`config.mk`:
```
export PLATFORM = sky130hd
export DESIGN_NAME = mndf_queue
export DESIGN_NICKNAME = d
export VERILOG_FILES = /design/src/rtl/core/mndf_pkg.sv /design/src/rtl/core/mndf_queue.sv
export SDC_FILE = /design/constraint.sdc
export NUM_CORES = 1
export LEC_CHECK = 0
export ABC_AREA = 1
export BUFFER_PORTS_ARGS = -buffer_cell sky130_fd_sc_hd__buf_2
export CAP_MARGIN = 0
export CORE_MARGIN = 5
export CORE_UTILIZATION = 50
export CTS_CLUSTER_DIAMETER = 40
export DETAILED_ROUTE_END_ITERATION = 7
export GPL_TIMING_DRIVEN = 0
export PLACE_DENSITY = 0.78
export SYNTH_ARGS = -nofsm -noshare
export SYNTH_HDL_FRONTEND = slang
export SYNTH_SLANG_ARGS = --single-unit
```
`constraint.sdc`:
```
create_clock -name clk -period 8.1 [get_ports clk]
set_input_delay 0.81 -clock clk [delete_from_list [all_inputs] [get_ports clk]]
set_output_delay 0.81 -clock clk [all_outputs]
set_load 0.05 [all_outputs]
```
`src/rtl/core/mndf_pkg.sv`:
```
// ----------------------------------------------------------------------------
// mndf_pkg: shared definitions for the neighbor difference filter
// Sizes, register codes, sequencer states and the structs that travel
// between the front, the queue, the back end and the geometry unit.
// ----------------------------------------------------------------------------
package mndf_pkg;

  // Frame and sample limits.
  localparam int MAX_WIDTH   = 256;
  localparam int MAX_HEIGHT  = 256;
  localparam int SAMPLE_BITS = 16;

  // Derived widths.
  localparam int COL_BITS      = $clog2(MAX_WIDTH);
  localparam int ROW_BITS      = $clog2(MAX_HEIGHT + 2);
  localparam int CFG_DATA_BITS = 9;
  localparam int CFG_IDX_BITS  = 1;
  localparam int POS_BITS      = 17;
  localparam int DIV_CNT_BITS  = $clog2(POS_BITS);
  localparam int GRAD_BITS     = 16;
  localparam int COORD_BITS    = 8;

  // Reset geometry.
  localparam logic [CFG_DATA_BITS-1:0] RESET_SIZE   = 9'd256;
  localparam logic [POS_BITS-1:0]      RESET_PIXELS = 17'd65536;
  localparam logic [POS_BITS-1:0]      RESET_TOTAL  = 17'd65793;
  localparam logic [CFG_DATA_BITS-1:0] MIN_SIZE     = 9'd3;
  localparam logic [CFG_DATA_BITS-1:0] MAX_W_SIZE   = CFG_DATA_BITS'(MAX_WIDTH);
  localparam logic [CFG_DATA_BITS-1:0] MAX_H_SIZE   = CFG_DATA_BITS'(MAX_HEIGHT);

  // Window queue between front and back end.
  localparam int QUEUE_DEPTH = 4;
  localparam int QPTR_BITS   = $clog2(QUEUE_DEPTH);
  localparam int QCNT_BITS   = $clog2(QUEUE_DEPTH + 1);
  localparam logic [QCNT_BITS-1:0] QCNT_FULL = QCNT_BITS'(QUEUE_DEPTH);

  // Configuration register indexes.
  typedef enum logic [CFG_IDX_BITS-1:0] {
    CFG_FRAME_WIDTH  = 1'b0,
    CFG_FRAME_HEIGHT = 1'b1
  } cfg_reg_t;

  // Geometry sequencer states.
  typedef enum logic [2:0] {
    GEOM_IDLE,
    GEOM_SIZE,
    GEOM_MUL,
    GEOM_TOTAL,
    GEOM_CHECK,
    GEOM_DIV
  } geom_state_t;

  typedef logic [SAMPLE_BITS-1:0] sample_t;

  // Geometry and position reload from the geometry unit to the front.
  typedef struct packed {
    logic [CFG_DATA_BITS-1:0] eff_w;
    logic [CFG_DATA_BITS-1:0] eff_h;
    logic [POS_BITS-1:0]      total;
    logic                     busy;
    logic                     load;
    logic                     clear;
    logic [COL_BITS-1:0]      col;
    logic [ROW_BITS-1:0]      row;
  } geom_ctl_t;

  // One masked 3x3 window with the coordinates of its center pixel.
  typedef struct packed {
    sample_t [8:0]         win;
    logic [COORD_BITS-1:0] qr;
    logic [COORD_BITS-1:0] qc;
    logic                  done;
  } win_entry_t;

endpackage

```
`src/rtl/core/mndf_queue.sv`:
```
// ----------------------------------------------------------------------------
// mndf_queue: short window queue between front and back end
// A small FIFO of masked windows so either side can stall on its own.
// ----------------------------------------------------------------------------
module mndf_queue (
  input  logic                            clk,
  input  logic                            rst_n,
  input  logic                            push,
  input  mndf_pkg::win_entry_t            push_entry,
  input  logic                            pop,
  output mndf_pkg::win_entry_t            head,
  output logic [mndf_pkg::QCNT_BITS-1:0]  count
);

  mndf_pkg::win_entry_t              store_r [mndf_pkg::QUEUE_DEPTH];
  logic [mndf_pkg::QPTR_BITS-1:0]    wr_ptr_r, rd_ptr_r;
  logic [mndf_pkg::QCNT_BITS-1:0]    count_r;

  // Entry storage.
  always_ff @(posedge clk) begin
    if (push) begin
      store_r[wr_ptr_r] <= push_entry;
    end
  end

  // Pointers and fill level.
  always_ff @(posedge clk) begin
    if (!rst_n) begin
      wr_ptr_r <= '0;
      rd_ptr_r <= '0;
      count_r  <= '0;
    end else begin
      if (push) begin
        wr_ptr_r <= wr_ptr_r + mndf_pkg::QPTR_BITS'(1);
      end
      if (pop) begin
        rd_ptr_r <= rd_ptr_r + mndf_pkg::QPTR_BITS'(1);
      end
      if (push && !pop) begin
        count_r <= count_r + mndf_pkg::QCNT_BITS'(1);
      end else if (pop && !push) begin
        count_r <= count_r - mndf_pkg::QCNT_BITS'(1);
      end
    end
  end

  assign head  = store_r[rd_ptr_r];
  assign count = count_r;

endmodule

```
## After elaboration in Yosys (flattened, before gate mapping)

Memory sizes are Yosys's and may differ from the RTL's. A register that Yosys moved wholly into a read port is not among the register bits.
Cells that the tools add are included.

- Register bits: 7
- Bits in latches: 0
- Memory bits (writable): 644
- Bits in read-only memories: 0
- Input port bits: 165
- Output and inout bits: 164
- Memories kept: 1

Memory list:

| name | words | width | read ports | clocked after Yosys merged registers in | wr ports | line | RTL |
|---|---|---|---|---|---|---|---|
| store_r | 4 | 161 | 1 | 1 | 1 | mndf_queue.sv:15 | `mndf_pkg::win_entry_t store_r [mndf_pkg::QUEUE_DEPTH];` |

- Add/subtract/negate cells: 4
- Multipliers: 0
- Divide/modulo/power cells: 0
- $lt $le $gt $ge: 0
- Equality and inequality tests: 0
- Shifts and indexed selects: 0
- Muxes and demuxes: 6
- Bitwise gates (word level): 0
- Reduce and logical (&&, ||, !) cells: 5

Operators by type and width:

| operator | count |
|---|---|
| 3-bit two-way mux | 2 |
| 2-bit by 1-bit adder with 2-bit output, second input constant | 2 |
| 2-bit two-way mux | 2 |
| 3-bit by 1-bit adder with 3-bit output, second input constant | 1 |
| 3-bit by 1-bit subtractor with 3-bit output, second input constant | 1 |
| 1-bit logical AND | 2 |
| 1-bit zero test | 2 |
| 1-bit two-way mux | 2 |
| 2-bit nonzero test | 1 |

## Depth between registers and ports, before layout

Gate-level depths: netlist of the first run.

- Word-level depth: 4
- Gate-level depth with buffers: 10

## Least setup slack after synthesis of the first run

Ideal clock, no wire load.

- Path type: input to register
- Start point: in push
- End point: mem store_r[0][0] (netlist name), enable pin
- Setup time: 513 ps
- Arrival: 3939 ps
- Required time: 7587 ps
- Setup slack: 3648 ps
- Cell stages on the path: 2
- Path buffers: 0
- Cells stage by stage: nand2_1 inv_1

- Cells in the longest elaborated chain, start to end: 2

Ends and longest elaborated chain:

| item | line | RTL |
|---|---|---|
| start, declared | mndf_queue.sv:8 | `input logic push,` |
| 1-bit two-way mux | mndf_queue.sv:21 | `if (push) begin` |
| 1-bit two-way mux (implied by the code) | mndf_queue.sv:22 | `store_r[wr_ptr_r] <= push_entry;` |
| end, declared | mndf_queue.sv:15 |  |

No other way between the ends.

==> results of run 1 <==
[area by class of cell]
cell class	count	share of cell area [%]
Multi-Input combinational cell	837	13.6
Antenna cell	13	0.110
Tap cell	615	2.61
Sequential cell	653	66.1
Timing Repair Buffer	332	5.93
Inverter	17	0.318
Clock inverter	64	2.25
Clock buffer	88	7.17
Buffer	106	1.85
[layer usage]
| metal | track usage, % | part of all wire (%) | up-vias |
|---|---|---|---|
| met2 | 36.4 | 49 | 786 |
| li1 | - | - | 7003 |
| met4 | 9.36 | 3.3 | 10 |
| met1 | 29.0 | 39 | 7733 |
| met5 | 0 | 0.11 | - |
| met3 | 5.82 | 8.7 | 124 |
[logic make-up (layout without fill, tap and decap cells)]
logic type / count (synthesis) / count (layout)
other cells: 0 / 13
flops: 653 / 653
compound gates: 493 / 493
buf+inv: 123 / 607
fa+ha+maj: 6 / 6
simple gates: 338 / 338
[where the power goes]
| part | leakage (uW) | total (uW) | switching (uW) | internal, uW |
|---|---|---|---|---|
| logic | 0.00304 | 1070 | 846 | 225 |
| registers | 0.00599 | 3900 | 30.6 | 3870 |
| clock network | 0.00135 | 3640 | 1460 | 2170 |
| total | 0.0104 | 8610 | 2340 | 6270 |
[cell usage after synthesis]
cell      number  area (sq um)
inv_1         15          56.3
edfxtp_1     644         19300
a21oi_1        4          20.0
o21ai_0      319          1600
buf_6         12           135
buf_4          5          37.5
o22ai_1      161          1010
inv_2          2          7.51
o21ai_1        9          45.0
nand3_1        1          5.00
ha_1           5          62.6
nand2_1        9          33.8
buf_2         31           155
fa_1           1          20.0
clkbuf_1      57           214
dfxtp_1        9           180
clkbuf_2       1          5.00
nand4_1        1          6.26
nor2_1       327          1230
[metrics by stage]
stage          setup slack, ps  power (uW)
6_report                  4480        8610
5_1_grt                   4350        8890
4_1_cts                   4480        8650
3_5_place_dp              5160        5040
3_3_place_gp               901        5040
2_1_floorplan             3650        4680
[worst min-delay path by stage]
stage	start	end	slack, ps	cells past startpoint
6_report	push_entry[10]	store_r[0][10]$_DFFE_PP_	400	1
5_1_grt	push_entry[5]	store_r[3][5]$_DFFE_PP_	370	1
4_1_cts	push_entry[122]	store_r[3][122]$_DFFE_PP_	350	1
3_5_place_dp	rd_ptr_r[1]$_SDFFE_PN0P_	rd_ptr_r[1]$_SDFFE_PN0P_	430	1
3_3_place_gp	rd_ptr_r[1]$_SDFFE_PN0P_	flip-flop	420	1
2_1_floorplan	rd_ptr_r[1]$_SDFFE_PN0P_	flip-flop	410	1
[flip-flops by register name, indices dropped and copies added, names as in the netlist, named ones only]
signal,cells
wr_ptr_r,2
rd_ptr_r,2
count,3
store_r,644
==> impl_results.md, run 1 <==
- Reg-to-reg slack, setup: 5930 ps
- CP startpoint kind: flip-flop
- RSZ-0062 raised after global routing: no
- Worst Reg-to-Reg Cells: 5
- Leak: 0.0104 uW
- Endpoints failing hold: 0
- Max clock buf depth: 3
- Die X: 230 um
- Routed len/inst: 22.6 um
- Max cap viols: 0
- Layout cells sized above 1: 25.2%
- Crit path buf inv count: 5
- Root Driver: clkbuf_16
- Yosys warns: 0
- F_max: 276 MHz
- Worst EP required: 7290 ps
- Sink Count: 653
- Non-filler cells, final: 2725
- Antenna violations before repair: 16
- Synthesized instance count: 1613
- H-tree Lvls: 3
- Fillers: 3363
- Worst Hold Class: input port to flip-flop
- Multiplexer area fraction after synthesis: 0%
- Post-Synth Adder-Cell Area: 0.342%
- RR Endpoint: store_r[1][89]$_DFFE_PP_
- GRT Total Usage: 22.4%
- Commonest non-fill, non-tap cell in the layout: edfxtp_1
- Starting Density: 50.6%
- Clk Latency, worst-skew pair: 630 ps
- Worst hold slack: 397 ps
- Post-route cell area: 29500 sq um
- Final Net Count: 2201
- Total gr overflow: 0
- Die area: 52800 sq um
- Period utilization: 44.7%
- Crit Path Max Fanout: 10
- Tmin final: 3620 ps
- Most frequent cells in the layout: 644 x edfxtp_1, 359 x buf_2, 327 x nor2_1, 319 x o21ai_0, 161 x o22ai_1
- Netlist Area Pre-Place: 24200 sq um
- CTS Buf Count: 83
- Core Area: 47700 sq um
- Area of the multi-input gates: 4020 sq um
- First-pass GRT wire length: 90600 um
- Vias in the first global route: 15300
- Kind of cell adding the most delay to the critical path: buffers and inverters
- Post-layout util: 61.8%
- CP max stage cell: clkbuf_1
- CTS tree: done
- HPWL after detailed placement: 37000 um
- Initial DRC count: 1443
- Maximum vdd ir drop: 222 uV
- Syn avg cell area: 15.0 sq um
- Initial DRT Pass Iterations: 5
- Placed inst area: 26700 sq um
- # setup viols final: 0
- Vias: 15700
- Register area share after synthesis: 80.8%
- P per Cell Area: 292 nW/um^2
- Gp weighted congestion: 0.794
- Crit path capture: head[92]
- Crit path DAT: 2810 ps
- CP Cell Sequence: buf_4, inv_2, buf_6, clkbuf_1, o21ai_0, o22ai_1, buf_2
- Largest net degree at the start of global routing: 85
- Dpl cells: 2560
- Antenna Violating Nets Remaining: 0
- Rows: 80
- Layout area overhead: 22.2%
- Clk pin slew, worst setup/hold paths: 60 ps
- Synth Area in Compound Gates: 11.0%
- WP depth: 7
- # port buffers: 328
- CP endpoint kind: output pin
- Syn Nets: 1784
- Pin slew with the least headroom to its limit: 751 ps
- Number of gates resized after CTS: 0
- Main combinational cell family by area after synthesis: compound AO/OA/AOI/OAI gates
- Slowest stage delay, CP: 410 ps
- DRC: 0
- Distinct cells, synth: 19
- Post-CTS Setup Repair Bufs: 0
- Yosys reg bits: 653
- Setup CP Type: flip-flop to output pin
- Reg2reg start: wr_ptr_r[1]$_SDFFE_PN0P_
- Die height: 230 um
- Status: complete, no violations
- CTS Hold Buffers Added: 0
- Skew final: 28.3 ps
- Vias per std cell: 5.75
- Max-slew headroom: 49.9%
- Post-synthesis simple-gate area fraction: 5.27%
- I/O pins: 329
- Post-Synth XOR/XNOR Area: 0%
- Max Slew Vio Count: 0
- Register area: 19500 sq um
- Fin Setup TNS: 0 ps
- Drt total wl: 61600 um
(Power assumes the default switching activity.)
==> run 2: changes to the inputs <==
==> constraint.sdc (replaced) <==
create_clock -name clk -period 3.4 [get_ports clk]
set_input_delay 0.34 -clock clk [delete_from_list [all_inputs] [get_ports clk]]
set_output_delay 0.34 -clock clk [all_outputs]
set_load 0.05 [all_outputs]
==> run 2 against run 1 <==
- flip-flop and latch count unchanged
- sequential power up 140%
- wire length increased by 8.1%
- total power up 150%
- via count is 6.8% higher
- combinational power rose to 2.6 times the previous value
- hold slack got worse by 300 ps
- first-iteration DRC count rose by 29%
- clock skew shrank 8.8 ps
- core utilization is 4.3 points higher
- clock-buffer cell count up 4
- die area did not move
- critical path type unchanged
==> impl_results.md, run 2 (synthesis gave the netlist of run 1 again) <==
- Skew final: 19.5 ps (was 28.3 ps)
- CP max stage cell: clkbuf_1 (unchanged)
- GRT Total Usage: 24.5% (was 22.4%)
- Endpoints failing hold: 0 (unchanged)
- Initial DRC count: 1858 (was 1443)
- RSZ-0062 raised after global routing: no (unchanged)
- Max-slew headroom: 39.4% (was 49.9%)
- CP startpoint kind: flip-flop (unchanged)
- Die X: 230 um (unchanged)
- Die area: 52800 sq um (unchanged)
- Total gr overflow: 0 (unchanged)
- Crit path DAT: 2920 ps (was 2810 ps)
- Most frequent cells in the layout: 644 x edfxtp_1, 359 x buf_2, 327 x nor2_1, 319 x o21ai_0, 162 x dlygate4sd3_1 (was 644 x edfxtp_1, 359 x buf_2, 327 x nor2_1, 319 x o21ai_0, 161 x o22ai_1)
- Placed inst area: 26900 sq um (was 26700 sq um)
- Final Net Count: 2378 (was 2201)
- CTS tree: done (unchanged)
- Period utilization: 95.8%
- First-pass GRT wire length: 100000 um (was 90600 um)
- Status: complete, no violations (unchanged)
- # port buffers: 328 (unchanged)
- Net Switching: 5790 uW (was 2340 uW)
- Largest net degree at the start of global routing: 37 (was 85)
- Root Driver: clkbuf_16 (unchanged)
- Max cap viols: 0 (unchanged)
- Register with the most flip-flops: store_r (unchanged)
- Maximum vdd ir drop: 478 uV (was 222 uV)
- Post-CTS Setup Repair Bufs: 0 (unchanged)
- Crit path buf inv count: 5 (unchanged)
- Vias in the first global route: 17400 (was 15300)
- Setup CP Type: flip-flop to output pin (unchanged)
- Rows: 80 (unchanged)
- Initial DRT Pass Iterations: 5 (unchanged)
- F_max: 307 MHz
- Antenna Violating Nets Remaining: 0 (unchanged)
- Drt total wl: 66600 um (was 61600 um)
- Dpl cells: 2573 (was 2560)
- I/O pins: 329 (unchanged)
- Internal Power: 15500 uW (was 6270 uW)
- Max Slew Vio Count: 0 (unchanged)
- Clk pin slew, worst setup/hold paths: 50 ps (was 60 ps)
- Total power: 21300 uW (was 8610 uW)
- DRC: 0 (unchanged)
- Crit Path Max Fanout: 10 (unchanged)
- Layout cells sized above 1: 24.3% (was 25.2%)
- Core Area: 47700 sq um (unchanged)
- Gp weighted congestion: 0.783 (was 0.794)
- P per Cell Area: 675 nW/um^2 (was 292 nW/um^2)
- M1 wire length: 24500 um (was 23800 um)
- Commonest non-fill, non-tap cell in the layout: edfxtp_1 (unchanged)
- Vias per std cell: 5.78 (was 5.75)
- Max reg flops: 644 (unchanged)
- Clk Latency, worst-skew pair: 620 ps (was 630 ps)
- Vias: 16700 (was 15700)
- Pin slew with the least headroom to its limit: 908 ps (was 751 ps)
- CTS Buf Count: 85 (was 83)
- Sink Count: 653 (unchanged)
- Tmin final: 3260 ps
- Max clock buf depth: 3 (unchanged)
- Kind of cell adding the most delay to the critical path: buffers and inverters (unchanged)
- Sequential share of power: 43.6% (was 45.3%)
- Non-filler cells, final: 2895 (was 2725)
- DR WL met2: 33400 um (was 30300 um)
- Antenna violations before repair: 3 (was 16)
- Slowest stage delay, CP: 420 ps (was 410 ps)
- Worst EP required: 3060 ps (was 7290 ps)
- Routed length on met3: 5810 um (was 5380 um)
- Clk pwr share: 43.4% (was 42.3%)
- Worst Hold Class: input port to flip-flop (unchanged)
- # setup viols final: 0 (unchanged)
- Routed len/inst: 23.0 um (was 22.6 um)
- Leak: 0.0112 uW (was 0.0104 uW)
- Comb power frac: 13.0% (was 12.4%)
- Layout area overhead: 30.7% (was 22.2%)
- H-tree Lvls: 3 (unchanged)
- CP endpoint kind: output pin (unchanged)
- Switching share of power: 27.2% (about the same)
- Die height: 230 um (unchanged)
- Starting Density: 50.6% (unchanged)
- HPWL after detailed placement: 38700 um (was 37000 um)
- Max Used Layer: met5 (unchanged)
- CP Cell Sequence: buf_4, inv_2, buf_6, clkbuf_1, o21ai_0, o22ai_1, buf_2 (unchanged)
- Post-route cell area: 31600 sq um (was 29500 sq um)
run 2: cell types whose count changed in the layout (fill, tap and decap cells not counted), moves of 6 or more:
cell / delta
dlygate4sd3_1: +162
clkinv_4: +6
inv_6: -8
buf_12: +17
diode_2: -11
inv_8: -8
run 2: worst paths after layout:
check | depth (start not counted) | end | start | slack (ps)
max | 7 | head[106] | flip-flop | 140
min | 3 | wr_ptr_r[0]$_SDFFE_PN0P_ | push | 100
max reg2reg | 7 | store_r[1][134]$_DFFE_PP_ | wr_ptr_r[1]$_SDFFE_PN0P_ | 830
min reg2reg | 1 | rd_ptr_r[1]$_SDFFE_PN0P_ | rd_ptr_r[1]$_SDFFE_PN0P_ | 470
run 2: power groups by stage:
| stage | registers [uW] | clock network (uW) | logic (uW) |
|---|---|---|---|
| after global routing | 9300 | 9760 | 2920 |
| after global placement | 9490 | 0 | 2480 |
| after floorplan | 9480 | 0 | 1670 |
| after detailed placement | 9450 | 0 | 2580 |
| final | 9290 | 9240 | 2780 |
| after CTS | 9280 | 9310 | 2750 |
run 2: area by class of cell:
class                           count  area [sq um]
Timing Repair Buffer              507          3600
Sequential cell                   653         19500
Buffer                            106           547
Inverter                           17          78.8
Multi-Input combinational cell    837          4030
Antenna cell                        2          5.00
Fill cell                        3040         16200
Tap cell                          615           769
Clock buffer                       92          2170
Clock inverter                     66           830
run 2: stage by stage:
stage / hold slack, ps / setup slack (ps) / setup TNS (ps) / utilization (%)
global placement: 424 / -2070 / -1277160 / 55.7
CTS: 22.0 / 235 / 0 / 66.1
finish: 101 / 142 / 0 / 66.1
global route: 98.7 / 78.3 / 0 / 66.1
floorplan: 412 / -8.28 / -2660 / -
detailed placement: 451 / 792 / 0 / 56.4
run 2: timing repair:
| action | 4_1_cts | 5_1_grt |
|---|---|---|
| endpoints found under the hold margin | 646 | 0 |
| hold buffers | 162 | 0 |
| resized for setup | 0 | 0 |
run 2: metal layers:
| metal | GRT usage (%) | vias to the layer above |
|---|---|---|
| met5 | 0 | - |
| met2 | 41.9 | 1025 |
| met4 | 10.8 | 2 |
| li1 | - | 7337 |
| met1 | 30.1 | 8171 |
| met3 | 5.84 | 186 |
run 2: tightest hold or removal path, delay by kind of cell:
family                 cells  cell delay, ps
buffers and inverters      2             260
AOI/OAI and AO/OA          1              70
