[src/rtl/core/mndf_pkg.sv]
// ----------------------------------------------------------------------------
// mndf_pkg: shared definitions for the neighbor difference filter
// Sizes, register codes, sequencer states and the structs that travel
// between the front, the queue, the back end and the geometry unit.
// ----------------------------------------------------------------------------
package mndf_pkg;

  // Frame and sample limits.
  localparam int MAX_WIDTH   = 256;
  localparam int MAX_HEIGHT  = 256;
  localparam int SAMPLE_BITS = 16;

  // Derived widths.
  localparam int COL_BITS      = $clog2(MAX_WIDTH);
  localparam int ROW_BITS      = $clog2(MAX_HEIGHT + 2);
  localparam int CFG_DATA_BITS = 9;
  localparam int CFG_IDX_BITS  = 1;
  localparam int POS_BITS      = 17;
  localparam int DIV_CNT_BITS  = $clog2(POS_BITS);
  localparam int GRAD_BITS     = 16;
  localparam int COORD_BITS    = 8;

  // Reset geometry.
  localparam logic [CFG_DATA_BITS-1:0] RESET_SIZE   = 9'd256;
  localparam logic [POS_BITS-1:0]      RESET_PIXELS = 17'd65536;
  localparam logic [POS_BITS-1:0]      RESET_TOTAL  = 17'd65793;
  localparam logic [CFG_DATA_BITS-1:0] MIN_SIZE     = 9'd3;
  localparam logic [CFG_DATA_BITS-1:0] MAX_W_SIZE   = CFG_DATA_BITS'(MAX_WIDTH);
  localparam logic [CFG_DATA_BITS-1:0] MAX_H_SIZE   = CFG_DATA_BITS'(MAX_HEIGHT);

  // Window queue between front and back end.
  localparam int QUEUE_DEPTH = 4;
  localparam int QPTR_BITS   = $clog2(QUEUE_DEPTH);
  localparam int QCNT_BITS   = $clog2(QUEUE_DEPTH + 1);
  localparam logic [QCNT_BITS-1:0] QCNT_FULL = QCNT_BITS'(QUEUE_DEPTH);

  // Configuration register indexes.
  typedef enum logic [CFG_IDX_BITS-1:0] {
    CFG_FRAME_WIDTH  = 1'b0,
    CFG_FRAME_HEIGHT = 1'b1
  } cfg_reg_t;

  // Geometry sequencer states.
  typedef enum logic [2:0] {
    GEOM_IDLE,
    GEOM_SIZE,
    GEOM_MUL,
    GEOM_TOTAL,
    GEOM_CHECK,
    GEOM_DIV
  } geom_state_t;

  typedef logic [SAMPLE_BITS-1:0] sample_t;

  // Geometry and position reload from the geometry unit to the front.
  typedef struct packed {
    logic [CFG_DATA_BITS-1:0] eff_w;
    logic [CFG_DATA_BITS-1:0] eff_h;
    logic [POS_BITS-1:0]      total;
    logic                     busy;
    logic                     load;
    logic                     clear;
    logic [COL_BITS-1:0]      col;
    logic [ROW_BITS-1:0]      row;
  } geom_ctl_t;

  // One masked 3x3 window with the coordinates of its center pixel.
  typedef struct packed {
    sample_t [8:0]         win;
    logic [COORD_BITS-1:0] qr;
    logic [COORD_BITS-1:0] qc;
    logic                  done;
  } win_entry_t;

endpackage

[src/rtl/core/mndf_geom.sv]
// ----------------------------------------------------------------------------
// mndf_geom: frame geometry and position recalculation
// Holds the size registers, derives clamped sizes and item count, and after
// a size change splits the kept position into row and column by division.
// ----------------------------------------------------------------------------
module mndf_geom (
  input  logic                                clk,
  input  logic                                rst_n,
  input  logic                                cfg_we,
  input  logic [mndf_pkg::CFG_IDX_BITS-1:0]   cfg_index,
  input  logic [mndf_pkg::CFG_DATA_BITS-1:0]  cfg_wdata,
  input  logic [mndf_pkg::POS_BITS-1:0]       pos,
  output mndf_pkg::geom_ctl_t                 ctl
);

  mndf_pkg::geom_state_t state_r, state_nxt;

  logic [mndf_pkg::CFG_DATA_BITS-1:0] width_cfg_r, height_cfg_r;
  logic [mndf_pkg::CFG_DATA_BITS-1:0] eff_w_r, eff_h_r;
  logic [mndf_pkg::POS_BITS-1:0]      pixels_r, total_r;
  logic [mndf_pkg::DIV_CNT_BITS-1:0]  bit_idx_r;
  logic [mndf_pkg::COL_BITS-1:0]      rem_r, rem_nxt;
  logic [mndf_pkg::ROW_BITS-1:0]      quo_r, quo_nxt;

  logic [mndf_pkg::CFG_DATA_BITS-1:0]   clamp_w, clamp_h;
  logic [2*mndf_pkg::CFG_DATA_BITS-1:0] prod;
  logic [mndf_pkg::COL_BITS:0]          trial, trial_sub;
  logic                                 trial_ge;
  logic                                 past_end;

  // Clamp the raw sizes into the supported range.
  always_comb begin
    if (width_cfg_r < mndf_pkg::MIN_SIZE) begin
      clamp_w = mndf_pkg::MIN_SIZE;
    end else if (width_cfg_r > mndf_pkg::MAX_W_SIZE) begin
      clamp_w = mndf_pkg::MAX_W_SIZE;
    end else begin
      clamp_w = width_cfg_r;
    end
    if (height_cfg_r < mndf_pkg::MIN_SIZE) begin
      clamp_h = mndf_pkg::MIN_SIZE;
    end else if (height_cfg_r > mndf_pkg::MAX_H_SIZE) begin
      clamp_h = mndf_pkg::MAX_H_SIZE;
    end else begin
      clamp_h = height_cfg_r;
    end
  end

  assign prod     = eff_w_r * eff_h_r;
  assign past_end = (pos >= total_r);

  // One restoring division step per cycle, most significant position bit first.
  always_comb begin
    trial     = {rem_r, pos[bit_idx_r]};
    trial_ge  = (trial >= eff_w_r);
    trial_sub = trial - eff_w_r;
    rem_nxt   = trial_ge ? trial_sub[mndf_pkg::COL_BITS-1:0]
                         : trial[mndf_pkg::COL_BITS-1:0];
    quo_nxt   = {quo_r[mndf_pkg::ROW_BITS-2:0], trial_ge};
  end

  // Next state.
  always_comb begin
    state_nxt = state_r;
    if (cfg_we) begin
      state_nxt = mndf_pkg::GEOM_SIZE;
    end else begin
      case (state_r)
        mndf_pkg::GEOM_IDLE:  state_nxt = mndf_pkg::GEOM_IDLE;
        mndf_pkg::GEOM_SIZE:  state_nxt = mndf_pkg::GEOM_MUL;
        mndf_pkg::GEOM_MUL:   state_nxt = mndf_pkg::GEOM_TOTAL;
        mndf_pkg::GEOM_TOTAL: state_nxt = mndf_pkg::GEOM_CHECK;
        mndf_pkg::GEOM_CHECK: begin
          state_nxt = past_end ? mndf_pkg::GEOM_IDLE : mndf_pkg::GEOM_DIV;
        end
        mndf_pkg::GEOM_DIV: begin
          state_nxt = (bit_idx_r == '0) ? mndf_pkg::GEOM_IDLE : mndf_pkg::GEOM_DIV;
        end
        default: state_nxt = mndf_pkg::GEOM_IDLE;
      endcase
    end
  end

  // Outputs toward the front.
  always_comb begin
    ctl.eff_w = eff_w_r;
    ctl.eff_h = eff_h_r;
    ctl.total = total_r;
    ctl.busy  = (state_r != mndf_pkg::GEOM_IDLE);
    ctl.load  = 1'b0;
    ctl.clear = 1'b0;
    ctl.col   = '0;
    ctl.row   = '0;
    case (state_r)
      mndf_pkg::GEOM_CHECK: begin
        ctl.load  = past_end;
        ctl.clear = past_end;
      end
      mndf_pkg::GEOM_DIV: begin
        ctl.load = (bit_idx_r == '0);
        ctl.col  = rem_nxt;
        ctl.row  = quo_nxt;
      end
      default: begin
        ctl.load = 1'b0;
      end
    endcase
  end

  // State register.
  always_ff @(posedge clk) begin
    if (!rst_n) begin
      state_r <= mndf_pkg::GEOM_IDLE;
    end else begin
      state_r <= state_nxt;
    end
  end

  // Size registers written by the host.
  always_ff @(posedge clk) begin
    if (!rst_n) begin
      width_cfg_r  <= mndf_pkg::RESET_SIZE;
      height_cfg_r <= mndf_pkg::RESET_SIZE;
    end else if (cfg_we) begin
      case (cfg_index)
        mndf_pkg::CFG_FRAME_WIDTH:  width_cfg_r  <= cfg_wdata;
        mndf_pkg::CFG_FRAME_HEIGHT: height_cfg_r <= cfg_wdata;
        default: width_cfg_r <= width_cfg_r;
      endcase
    end
  end

  // Derived geometry and the divider datapath.
  always_ff @(posedge clk) begin
    if (!rst_n) begin
      eff_w_r   <= mndf_pkg::RESET_SIZE;
      eff_h_r   <= mndf_pkg::RESET_SIZE;
      pixels_r  <= mndf_pkg::RESET_PIXELS;
      total_r   <= mndf_pkg::RESET_TOTAL;
      bit_idx_r <= '0;
      rem_r     <= '0;
      quo_r     <= '0;
    end else begin
      case (state_r)
        mndf_pkg::GEOM_SIZE: begin
          eff_w_r <= clamp_w;
          eff_h_r <= clamp_h;
        end
        mndf_pkg::GEOM_MUL: begin
          pixels_r <= prod[mndf_pkg::POS_BITS-1:0];
        end
        mndf_pkg::GEOM_TOTAL: begin
          total_r <= pixels_r + mndf_pkg::POS_BITS'(eff_w_r) + mndf_pkg::POS_BITS'(1);
        end
        mndf_pkg::GEOM_CHECK: begin
          bit_idx_r <= mndf_pkg::DIV_CNT_BITS'(mndf_pkg::POS_BITS - 1);
          rem_r     <= '0;
          quo_r     <= '0;
        end
        mndf_pkg::GEOM_DIV: begin
          rem_r     <= rem_nxt;
          quo_r     <= quo_nxt;
          bit_idx_r <= bit_idx_r - mndf_pkg::DIV_CNT_BITS'(1);
        end
        default: begin
          rem_r <= rem_r;
        end
      endcase
    end
  end

endmodule

[config.mk]
export PLATFORM = sky130hd
export DESIGN_NAME = mndf_geom
export DESIGN_NICKNAME = d
export VERILOG_FILES = /design/src/rtl/core/mndf_pkg.sv /design/src/rtl/core/mndf_geom.sv
export SDC_FILE = /design/constraint.sdc
export NUM_CORES = 1
export LEC_CHECK = 0
export ABC_AREA = 1
export BUFFER_PORTS_ARGS = -buffer_cell sky130_fd_sc_hd__buf_2
export CORE_ASPECT_RATIO = 0.9
export CORE_UTILIZATION = 51
export CTS_BUF_LIST = sky130_fd_sc_hd__clkbuf_8 sky130_fd_sc_hd__clkbuf_16
export CTS_CLUSTER_DIAMETER = 200
export DETAILED_ROUTE_END_ITERATION = 10
export HOLD_SLACK_MARGIN = 0.03
export MAX_ROUTING_LAYER = met4
export PLACE_DENSITY = 0.73
export SKIP_LAST_GASP = 1
export SYNTH_ARGS = -nofsm -noshare
export SYNTH_HDL_FRONTEND = slang
export SYNTH_SLANG_ARGS = --single-unit
[constraint.sdc]
create_clock -name clk -period 4.4 [get_ports clk]
set_clock_uncertainty 0.1 [all_clocks]
set_input_delay 0.22 -clock clk [delete_from_list [all_inputs] [get_ports clk]]
set_output_delay 0.22 -clock clk [all_outputs]
set_load 0.05 [all_outputs]
# ---- After elaboration in Yosys (flattened, before gate mapping)
# Index checks and enable logic that the tools add are counted.
dict set report word_totals {
  output_inout_bits 55
  input_bits 30
  regBits 94
}
dict set report op_classes {
  multipliers 1
  eq_ne 5
  reduce_logical 6
  bitwise_logic 2
  muxes 17
  n_lt_le_gt_ge 7
  n_addsub 4
}
# cell n
set ops {}
lappend ops {{9-bit 2-to-1 mux} 4}
lappend ops {{8-bit case mux with 2 select lines} 2}
lappend ops {{9-bit > comparator, second input constant} 2}
lappend ops {{9-bit by 2-bit less-than comparator with 1-bit output, second input constant} 2}
lappend ops {{17-bit by 1-bit adder with 17-bit output, second input constant} 1}
lappend ops {{17-bit by 9-bit adder with 17-bit output} 1}
lappend ops {{17-bit >= comparator} 1}
lappend ops {{9-bit by 9-bit multiplier with 17-bit output} 1}
lappend ops {{17-bit 2-to-1 mux} 1}
lappend ops {{3-bit case mux with 5 select lines} 1}
lappend ops {{5-bit case mux with 2 select lines} 1}
lappend ops {{9-bit >= comparator} 1}
lappend ops {{8-bit 2-to-1 mux} 1}
lappend ops {{8-bit subtractor} 1}
lappend ops {{3-bit by 2-bit equality test with 1-bit output, second input constant} 2}
lappend ops {{3-bit equality test, second input constant} 2}
lappend ops {{5-bit by 6-bit less-than comparator with 1-bit output, second input constant} 1}
lappend ops {{3-bit 2-to-1 mux} 2}
lappend ops {{1-bit binary-select mux with 5-bit select} 1}
lappend ops {{5-bit logical NOT} 1}
lappend ops {{5-bit by 1-bit subtractor with 5-bit output, second input constant} 1}
lappend ops {{2-bit AND reduction} 2}
lappend ops {{3-bit by 1-bit equality test with 1-bit output, second input constant} 1}
lappend ops {{1-bit 2-to-1 mux} 3}
lappend ops {{5 further kinds} 6}

# ---- Logic depth before layout (Yosys ltp)
dict set report logic_depth {
  word_depth 5
  mapped_depth 22
  mapped_depth_nobuf 21
}

# ---- Worst setup path after synthesis
# OpenSTA, ideal clock, no wires.
dict set report synth_timing {
  path_kind {reg-to-reg}
  startpoint {register eff_w_r[1] (netlist name)}
  endpoint {register pixels_r[14] (netlist name)}
  setup_slack_ns -0.267
  arrival_time_ns 4.454
  path_stages_with_launch 21
  synth_period_minus_slack_ns 4.667
  cell_sequence {dfxtp_1 -> clkbuf_1 -> nand2_1 -> fa_1 -> fa_1 -> inv_1 -> fa_1 -> inv_1 -> fa_1 -> inv_1 -> ha_1 -> nand2_1 -> inv_1 -> a21boi_1 -> o21ai_1 -> nand2_1 -> nand2_1 -> nand2_1 -> nand2_1 -> o21ai_1 -> inv_1}
}
dict set report synth_via {
  elab_chain_len 1
}
# element line_no
set synth_rtl {}
lappend synth_rtl {{from (decl)} mndf_geom.sv:19} ;# logic [mndf_pkg::CFG_DATA_BITS-1:0] eff_w_r, eff_h_r;
lappend synth_rtl {{from (signal assigned)} mndf_geom.sv:136} ;# eff_w_r <= mndf_pkg::RESET_SIZE;
lappend synth_rtl {{from (signal assigned)} mndf_geom.sv:146} ;# eff_w_r <= clamp_w;
lappend synth_rtl {{9-bit by 9-bit multiplier with 17-bit output} mndf_geom.sv:49} ;# assign prod = eff_w_r * eff_h_r;
lappend synth_rtl {{to (signal assigned)} mndf_geom.sv:138} ;# pixels_r <= mndf_pkg::RESET_PIXELS;
lappend synth_rtl {{to (signal assigned)} mndf_geom.sv:150} ;# pixels_r <= prod[mndf_pkg::POS_BITS-1:0];
lappend synth_rtl {{to (decl)} mndf_geom.sv:20} ;# logic [mndf_pkg::POS_BITS-1:0] pixels_r, total_r;
# Every way passes these cells.
# A chain may end at the register's enable or synchronous reset.

# ---- Worst setup path in the final report
dict set report layout_timing {
  startpoint {register eff_w_r[3] (netlist name)}
  endpoint {register pixels_r[16] (netlist name)}
}
# The elaborated chain is that of the path after synthesis.

==> results.md <==
- CTS tree: done
- Final TNS setup: 0 ns
- N_diodes: 0
- Via Count: 7236
- Share of flip-flops with an asynchronous set or reset: 0%
- Antenna-violating nets left: 0
- CP Capture Type: flip-flop
- Die Wd: roughly 130 µm
- Std-Cell Rows: 43
- Register bit total from synthesis: 94
- Htree depth: 3
- Worst Max-Slew Pin Slew: between 0.8 and 0.9 ns
- Iter 0 DRT Violations: 516
- Setup crit start kind: flip-flop
- Worst min path class: in2reg
- Slowest Stage Delay on Critical Path: between 0.5 and 0.6 ns
- First-pass GRT wire length: around 32000 µm
- VDD IR max: roughly 0.00024 V
- Fillers: 1440
- DP HPWL: 14730 µm
- Unrepaired setup endpoints after global routing: false
- CTS sink count: 94
- Avg Vias per Cell: around 5.1
- I/O pin count: 85
- Final setup violation count: 0
- Max_cap viols: 0
- Syn Area/Cell: 6.973 µm²
- Mapped Nets: between 1000 and 1500
- Routed wire length: between 15000 and 20000 µm
- Vias in the first global route: a little under 7000
- Drt pass-1 iters: 5
- Gr usage total: between 20% and 30%
- Port Buffers: 84
- CP max-delay cell: fa_1
- Worst-Skew Late Latency: about 0.36 ns
- Core area: around 0.015 mm²
- Mapped Area: between 0.008 and 0.009 mm²
- Final-report max-slew violation count: 0
- Leakage power: slightly above 5 nW
- Routed len/inst: 13.39 µm
- Final total power: 1.869 mW
- Layout cell share with drive strength beyond 1: between 10% and 20%
- Worst Path Arrival: between 4 and 5 ns
- Max Buffers Root-to-Sink: 2
- Final Util: roughly 59%
- Status: finished, final reports clean
- TritonCTS buffer count: 9
- Synth cell types: 43
- Reg-to-reg endpoint: pixels_r[16]
- Fin crit period: between 4 and 5 ns
- Die ar.: ~0.016 mm²
- Clk slew on worst S/H paths: roughly 0.070 ns
- Seq/Total Area, Yosys: a little under a quarter
- Max-slew headroom: approximately 45%
- Crit Reg-Reg Startpoint: eff_w_r[3]
- Fin nets: about 1400
- Hold Startpoint: cfg_we
- Final period util: between 90 and 100%
- Hold Crit Endpoint: state_r[0]
- CTS root buffer: clkbuf_16
- CP Class: reg2reg
- Initial Utilization: between 50% and 60%
- Crit path cell chain: buf_4 -> nand2_1 -> fa_1 -> inv_1 -> ha_1 -> ha_1 -> inv_1 -> fa_1 -> inv_1 -> ha_1 -> inv_1 -> fa_1 -> nand3b_1 -> nand2_1 -> buf_4 -> nand4_1 -> a21oi_1 -> nor2_1 -> nand2_1 -> nand2_1
- Placer congestion estimate: 0.9037
- Fmax: roughly 240 MHz
- Pwr Density: roughly 210 mW/mm²
- Fin. Hold Viols: 0
- CP Data Required Time: 4.55 ns
- Worst Path Max Fanout: 11
- Largest net degree at the start of global routing: 56
- Chip height: approximately 120 µm
- Primary FF master, synth: dfxtp_1
- Initial antenna violation count: 0
- Grt ovf: 0
- Synth warn: 0
- Reg2reg path depth: 20
- Post-synth EDFFs: 0
- Post-Syn Instances: between 1000 and 1500
- Min-Delay Path Depth: 3
- Drc violations: 0
- Flop-to-flop setup slack: a little over 0.3 ns
- Synth-to-layout area growth: 13.60%
-- registers in the layout, indices dropped and copies added (netlist names) --
register / cells
bit_idx_r: 5
eff_h_r: 9
eff_w_r: 9
height_cfg_r: 9
pixels_r: 17
quo_r: 8
rem_r: 8
state_r: 3
total_r: 17
width_cfg_r: 9
-- critical path, delay by kind of cell, from the launching register on --
kind / cells / cell delay (ns)
AOI/OAI and AO/OA: 1 / 0.16
adders and majority gates: 6 / 2.13
buffers and inverters: 6 / 0.52
DFF: 1 / 0.43
and+or+nand+nor: 7 / 0.67
-- metrics by stage --
stage	hold slack, ns	cells	cell area, µm²	worst slack, ns
floorplan	0.2504	1148	8034	0.0003353
global placement	0.3600	1401	8588	0.2162
detailed placement	0.3623	1401	8588	0.1343
CTS	0.1144	1426	8971	0.1252
global route	0.1462	1430	9094	0.01942
finish	0.1410	1430	9094	0.3034
-- power breakdown --
part           internal (mW)  switching (mW)
logic                 0.0783           0.138
clock network          0.396           0.373
registers              0.862          0.0217
total                   1.34           0.533
-- layout by cell type (no fill, tap or decap), types with 3 or more instances in the layout --
cell type	instances
nand4_1	4
ha_1	71
ha_4	3
o21ai_1	24
or2_0	3
nor2_1	74
nand2_1	249
buf_4	14
xor2_1	15
dfxtp_1	76
nand3_2	4
o21bai_1	4
clkbuf_16	9
nand3_1	42
dfxtp_4	14
nor3_2	3
nor4_1	4
xnor2_1	12
fa_1	51
a21oi_2	6
dfxtp_2	4
clkinv_4	3
buf_2	84
a21oi_1	95
o21ai_0	55
inv_1	244
dlygate4sd3_1	9
o211ai_1	7
inv_2	8
nor3_1	6
-- cell usage after synthesis, drive strengths merged, types with 2 or more instances --
cell type	count	area [µm²]
inv	252	945.9
nand2	251	947.2
a21oi	101	520.5
dfxtp	94	1882
o21ai	81	409.1
nor2	75	284.0
ha	74	925.9
fa	51	1021
nand3	46	250.2
clkbuf	29	108.9
buf	15	85.08
xor2	15	131.4
xnor2	12	105.1
nor3	11	92.59
o211ai	7	52.55
a21boi	4	30.02
nand4	4	25.02
nor4	4	25.02
o21bai	4	30.03
or2	4	25.03
a211oi	3	32.53
a21o	2	15.01
a31oi	2	12.51
nand3b	2	15.01
-- routing by layer --
metal | share of wire, % | global-route usage (%) | wire, µm
met1 | 48 | 34.23 | 9284
met2 | 46 | 40.19 | 8758
met3 | 5.0 | 4.177 | 953
met4 | 0.79 | 5.056 | 152
met5 | 0 | - | 0
-- kinds of logic (layout without fill, tap and decap cells) --
group	Yosys count	in the layout	share of synthesized area [%]
AO/OA/AOI/OAI	206	206	13.97
XOR/XNOR	27	27	2.954
adder cells (fa/ha/maj)	125	125	24.32
buffers and inverters	297	377	14.29
flip-flops	94	94	23.51
AND/OR/NAND/NOR	399	399	20.96
-- worst max-delay path by stage --
| stage | startpoint | endpoint | slack (ns) |
|---|---|---|---|
| floorplan | eff_w_r[3] | pixels_r[14] | 0.0003 |
| global placement | eff_h_r[2] | pixels_r[14] | 0.22 |
| detailed placement | eff_h_r[2] | pixels_r[14] | 0.13 |
| CTS | eff_h_r[2] | pixels_r[14] | 0.13 |
| global route | eff_w_r[5] | pixels_r[14] | 0.02 |
| finish | eff_w_r[3] | pixels_r[16] | 0.30 |
-- repair_timing --
item	in CTS	in global routing
setup endpoints to repair	0	6
hold endpoints to repair	10	0
hold buffers	9	0
setup buffers	0	4
gates resized for setup	0	23
-- final cells by class --
cell class	instances	area, µm²	share of cell area, %
clock inverter	7	67.56	0.7430
multi-input combinational	757	5032	55.34
clock buffer	9	225.2	2.477
timing repair buffer	108	626.9	6.893
tap	202	252.7	2.779
sequential	94	1939	21.33
inverter	253	949.7	10.44
No activity file was read; power rests on OpenSTA's default activity.
